## src/wgme_pkg.sv

```systemverilog
// Shared types and constants for the weighted graph merge engine.
package wgme_pkg;

  // Command codes
  localparam logic [2:0] CMD_SET   = 3'd0;
  localparam logic [2:0] CMD_FLIP  = 3'd1;
  localparam logic [2:0] CMD_READ  = 3'd2;
  localparam logic [2:0] CMD_MERGE = 3'd3;
  localparam logic [2:0] CMD_UNDO  = 3'd4;

  localparam logic [20:0] COST_MAX = 21'h1FFFFF;
  localparam logic [6:0]  ACTIVE_RESET = 7'd64;

  typedef struct packed {
    logic [2:0]         command;
    logic [5:0]         node_u;
    logic [5:0]         node_v;
    logic signed [15:0] weight_in;
  } req_t;

  typedef struct packed {
    logic signed [15:0] weight_out;
    logic               is_connected;
    logic [20:0]        merge_cost;
    logic               v_removed;
  } rsp_t;

  typedef enum logic [1:0] {
    RD_NONE,
    RD_UV,
    RD_COL
  } rd_sel_t;

  typedef enum logic [2:0] {
    WR_NONE,
    WR_CLEAR,
    WR_SET_UV,
    WR_SET_VU,
    WR_FLIP_UV,
    WR_FLIP_VU,
    WR_COL_IU,
    WR_COL_UI
  } wr_sel_t;

  typedef struct packed {
    logic    ld;
    rd_sel_t rd;
    wr_sel_t wr;
    logic    clr_inc;
    logic    i_inc;
    logic    cost_acc;
    logic    mark;
    logic    out_ld;
  } ctrl_t;

  typedef struct packed {
    logic       clr_last;
    logic       bad;
    logic [2:0] command;
    logic       i_done;
    logic       i_skip;
  } stat_t;

endpackage

```

## src/wgme_ctrl.sv

```systemverilog
// Controller: sequences clearing, pair commands and the column walk.
module wgme_ctrl import wgme_pkg::*; (
  input  logic  clk,
  input  logic  rst,
  input  logic  start,
  output logic  busy,
  output logic  done,
  input  stat_t sts,
  output ctrl_t ctl
);

  typedef enum logic [3:0] {
    ST_CLEAR,
    ST_IDLE,
    ST_DECODE,
    ST_SET_UV,
    ST_SET_VU,
    ST_FLIP_RD,
    ST_FLIP_WA,
    ST_FLIP_WB,
    ST_COL_CHK,
    ST_COL_WA,
    ST_COL_WB,
    ST_FIN,
    ST_OUT_RD,
    ST_OUT
  } state_t;

  state_t state;
  state_t state_next;

  assign busy = (state != ST_IDLE);

  // Next state and datapath commands
  always_comb begin
    state_next   = state;
    ctl          = '0;
    ctl.rd       = RD_NONE;
    ctl.wr       = WR_NONE;
    unique case (state)
      ST_CLEAR: begin
        ctl.wr      = WR_CLEAR;
        ctl.clr_inc = 1'b1;
        if (sts.clr_last) state_next = ST_IDLE;
      end
      ST_IDLE: begin
        if (start) begin
          ctl.ld     = 1'b1;
          state_next = ST_DECODE;
        end
      end
      ST_DECODE: begin
        if (sts.bad) begin
          state_next = ST_OUT_RD;
        end else begin
          unique case (sts.command) inside
            CMD_SET:             state_next = ST_SET_UV;
            CMD_FLIP:            state_next = ST_FLIP_RD;
            CMD_MERGE, CMD_UNDO: state_next = ST_COL_CHK;
            default:             state_next = ST_OUT_RD;
          endcase
        end
      end
      ST_SET_UV: begin
        ctl.wr     = WR_SET_UV;
        state_next = ST_SET_VU;
      end
      ST_SET_VU: begin
        ctl.wr     = WR_SET_VU;
        state_next = ST_OUT_RD;
      end
      ST_FLIP_RD: begin
        ctl.rd     = RD_UV;
        state_next = ST_FLIP_WA;
      end
      ST_FLIP_WA: begin
        ctl.wr     = WR_FLIP_UV;
        state_next = ST_FLIP_WB;
      end
      ST_FLIP_WB: begin
        ctl.wr     = WR_FLIP_VU;
        state_next = ST_OUT_RD;
      end
      ST_COL_CHK: begin
        if (sts.i_done) begin
          state_next = ST_FIN;
        end else if (sts.i_skip) begin
          ctl.i_inc = 1'b1;
        end else begin
          ctl.rd     = RD_COL;
          state_next = ST_COL_WA;
        end
      end
      ST_COL_WA: begin
        ctl.wr     = WR_COL_IU;
        state_next = ST_COL_WB;
      end
      ST_COL_WB: begin
        ctl.wr       = WR_COL_UI;
        ctl.cost_acc = 1'b1;
        ctl.i_inc    = 1'b1;
        state_next   = ST_COL_CHK;
      end
      ST_FIN: begin
        ctl.mark   = 1'b1;
        state_next = ST_OUT_RD;
      end
      ST_OUT_RD: begin
        ctl.rd     = RD_UV;
        state_next = ST_OUT;
      end
      ST_OUT: begin
        ctl.out_ld = 1'b1;
        state_next = ST_IDLE;
      end
      default: state_next = ST_IDLE;
    endcase
  end

  // Hold state and the result strobe
  always_ff @(posedge clk) begin
    if (rst) begin
      state <= ST_CLEAR;
      done  <= 1'b0;
    end else begin
      state <= state_next;
      done  <= (state == ST_OUT);
    end
  end

endmodule
```

## config.mk

```make
export PLATFORM = sky130hd
export DESIGN_NAME = wgme_ctrl
export DESIGN_NICKNAME = d
export VERILOG_FILES = /design/src/wgme_pkg.sv /design/src/wgme_ctrl.sv
export SDC_FILE = /design/constraint.sdc
export NUM_CORES = 1
export LEC_CHECK = 0
export ABC_CLOCK_PERIOD_IN_PS = 1130
export BUFFER_PORTS_ARGS = -buffer_cell sky130_fd_sc_hd__buf_2
export CORE_AREA = 2 2 39 41
export CTS_BUF_LIST = sky130_fd_sc_hd__clkbuf_8 sky130_fd_sc_hd__clkbuf_16
export DETAILED_ROUTE_END_ITERATION = 6
export DIE_AREA = 0 0 41 43
export HOLD_SLACK_MARGIN = 0.1
export PLACE_DENSITY = 0.68
export SETUP_SLACK_MARGIN = 0.1
export SLEW_MARGIN = 10
export SYNTH_ARGS = -nofsm -noshare
export SYNTH_HDL_FRONTEND = slang
export SYNTH_SLANG_ARGS = --single-unit
```

## constraint.sdc

```tcl
create_clock -name clk -period 1.13 [get_ports clk]
set_input_delay 0.1695 -clock clk [delete_from_list [all_inputs] [get_ports clk]]
set_output_delay 0.1695 -clock clk [all_outputs]
set_load 0.02 [all_outputs]
```

==> out/qor.csv <==
stage,metric,value,unit
placement,placed_cells,125,
placement,hpwlAfterDp,1249,um
finish,drive_above_1_share,65.81,%
finish,final_cells,133,
timing,finalSetupViolations,14,
routing,drt-initial-drc-count,18,
finish,diodes,0,
timing,final.period_utilization,134.4,%
yosys,synth.yosys.seq_area_share,19.32,%
worst_setup_path,crit_chain,"buf_4, nor2b_2, a21oi_2, a21oi_2, buf_4",
yosys,synthCells,74,
floorplan,die_w,41,um
timing,max-slew-margin-rel,81.95,%
pwr,ir_drop,1714,uV
pwr,p_total,2.462,mW
routing,drc,0,
global_route,grt_pass1_wl,3036,um
flow_run,maxCapViolCount,0,
global_route,grt_pass1_vias,677,
pwr,switchingPower,1.072,mW
worst_setup_path,max_stage_delay,0.36,ns
floorplan,row_count,14,
timing,final.setup_skew,0.001184,ns
timing,drv_slew,0,
pwr,p_int,1.390,mW
timing,worst_pin_slew,0.2672,ns
timing,setup_slack,-0.3887,ns
status,outcome,"complete, but fails checks",
finish,syn_to_final_growth,109.7,%
clock_tree,clockBufferDepth,2,
worst_setup_path,cp.buffers_inverters,2,
routing,num_vias,758,
clock_tree,root_buffer,clkbuf_8,
worst_setup_path,critPathLaunchType,flop,
worst_setup_path,worstSetupPathType,reg -> out,
finish,mostFrequentLayoutCell,buf_4,
placement,io_buffer_count,22,
clock_tree,cts_sinks,5,
finish,design_area,1086,sq um
timing,min_period,1.519,ns
yosys,synth-seq-cells,5,
clock_tree,cts_buffers,3,
worst_setup_path,crit_family,flip-flops,
routing,dr.pass1.iters,5,
worst_setup_path,crit_fanout,7,
finish,final_cell_mix,"buf_4, buf_2, buf_6",
clock_tree,insertion_delay,0.22,ns
placement,routabilityCongestion,0.8577,
yosys,synth_edf_count,0,
floorplan,dieArea,1763,sq um
worst_setup_path,crit_slowest_cell,dfxtp_4,
floorplan,start_util,37.43,%
routing,routed_wl,2062,um
yosys,synthArstFlopShare,0,%
pwr,pwr-share-comb,72.2,%
routing,ant_nets,0,
clock_tree,h-tree-depth,1,
floorplan,coreArea,1384,sq um
global_route,grt_usage,25.30,%
pwr,power.share.clock,13.5,%
worst_setup_path,arrival,1.35,ns
clock_tree,path_clk_slew,0.04,ns
pwr,cellLeakagePower,0.4785,nW
placement,post_dp_cell_area,823.3,sq um
floorplan,die_y,43,um
hold_path,min_from,rst,
worst_setup_path,r2r_start,state[2]$_SDFFE_PP0P_,
worst_setup_path,cp-end-kind,output pin,
global_route,grt_max_degree,11,
placement,dp_worst_setup_slack,-0.1737,ns
global_route,overflow,0,
pwr,power_density,2267,nW/um^2
floorplan,ios,23,
yosys,synth-main-ff-cell,dfxtp_1,
routing,wl_per_cell,15.50,um
timing,rsz0062_at_grt,true,
worst_setup_path,startpoint,state[3]$_SDFFE_PP0P_,
clock_tree,cts_tree,yes,
pwr,swShare,43.54,%
yosys,netlist_area,518.0,sq um
status,violations,negative setup slack,
yosys,synth_nets,84,
routing,via_per_inst,5.699,
worst_setup_path,required,0.96,ns
clock_tree,postCtsHoldBufs,0,
yosys,syn_area_per_cell,7.000,sq um
yosys,yosys_warnings,0,
pwr,p_seq_share,14.3,%
hold_path,hold_class,in -> reg,
timing,fmax,0.6585,GHz
global_route,antenna_found_initial,0,
yosys,synth_cell_types,37,
finish,fin_nets,128,
timing,hold_viol,0,
-- power groups by stage --
stage,Combinational (mW),Clock (mW),Sequential (mW)
after detailed placement,1.35,0,0.314
after floorplan,0.931,0,0.266
final,1.78,0.331,0.353
after global routing,1.88,0.345,0.364
after CTS,1.56,0.334,0.347
after global placement,1.34,0,0.315
-- through the flow --
step / util, % / TNS, ns / hold WS (ns)
floorplan: - / -0.2092 / 0.2488
detailed placement: 59.49 / -1.327 / 0.4195
finish: 78.48 / -3.175 / 0.2193
CTS: 72.24 / -2.854 / 0.1950
global route: 78.48 / -3.703 / 0.2241
global placement: 59.49 / -1.194 / 0.4141
-- cells in the mapped netlist, types with 2 or more instances --
cell type  number  area [sq um]
nand2b_1        2         12.51
inv_1           6         22.52
nand2_1         4         15.01
a21oi_1         7         35.03
buf_2           3         15.01
nor3_1          4         20.02
o2bb2ai_1       2         17.52
nor2_1          8         30.03
o211a_1         2         20.02
nor4_1          4         25.02
dfxtp_1         5         100.1
o22ai_1         2         12.51
-- worst paths after layout --
path                      endpoint  slack (ns)  depth (start not counted)
max                         ctl[5]       -0.39                          5
min                done$_SDFF_PP0_        0.22                          2
max reg2reg  state[1]$_SDFFE_PP0P_       -0.09                          3
min reg2reg  state[2]$_SDFFE_PP0P_        0.59                          2
-- registers in the layout, indices dropped and copies added (netlist names) --
name and flops:
state 4, done 1
-- layer usage --
metal  share of wire, %  vias up  wire length [um]  GRT usage [%]
met4                4.6        0                94          16.00
met3                4.8       10                99          3.665
met1                 40      359               815          30.23
met2                 51       30              1053          39.69
met5                  0        -                 0              0
li1                   -      359                 -              -
-- layout make-up --
cell class	count	area, sq um
clock buffer	3	41.29
multi-input combinational	57	530.5
inverter	6	22.52
fill	97	297.8
sequential	5	115.1
timing repair buffer	45	352.8
tap	16	20.02
clock inverter	1	3.754
-- kinds of logic after synthesis --
logic type / share of synthesized area (%)
simple gates: 34.06
compound gates: 31.16
buf+inv: 11.59
flops: 19.32
xor+xnor: 1.691
mux: 2.174
-- timing repair --
action                                  CTS  global route
endpoints found under the hold margin     0             0
resized for setup                        36            14
buffers inserted                          2             2
endpoints found under the setup margin   16            17
pin swaps                                 4             7
Note: power is estimated with default switching activity, not from simulation.
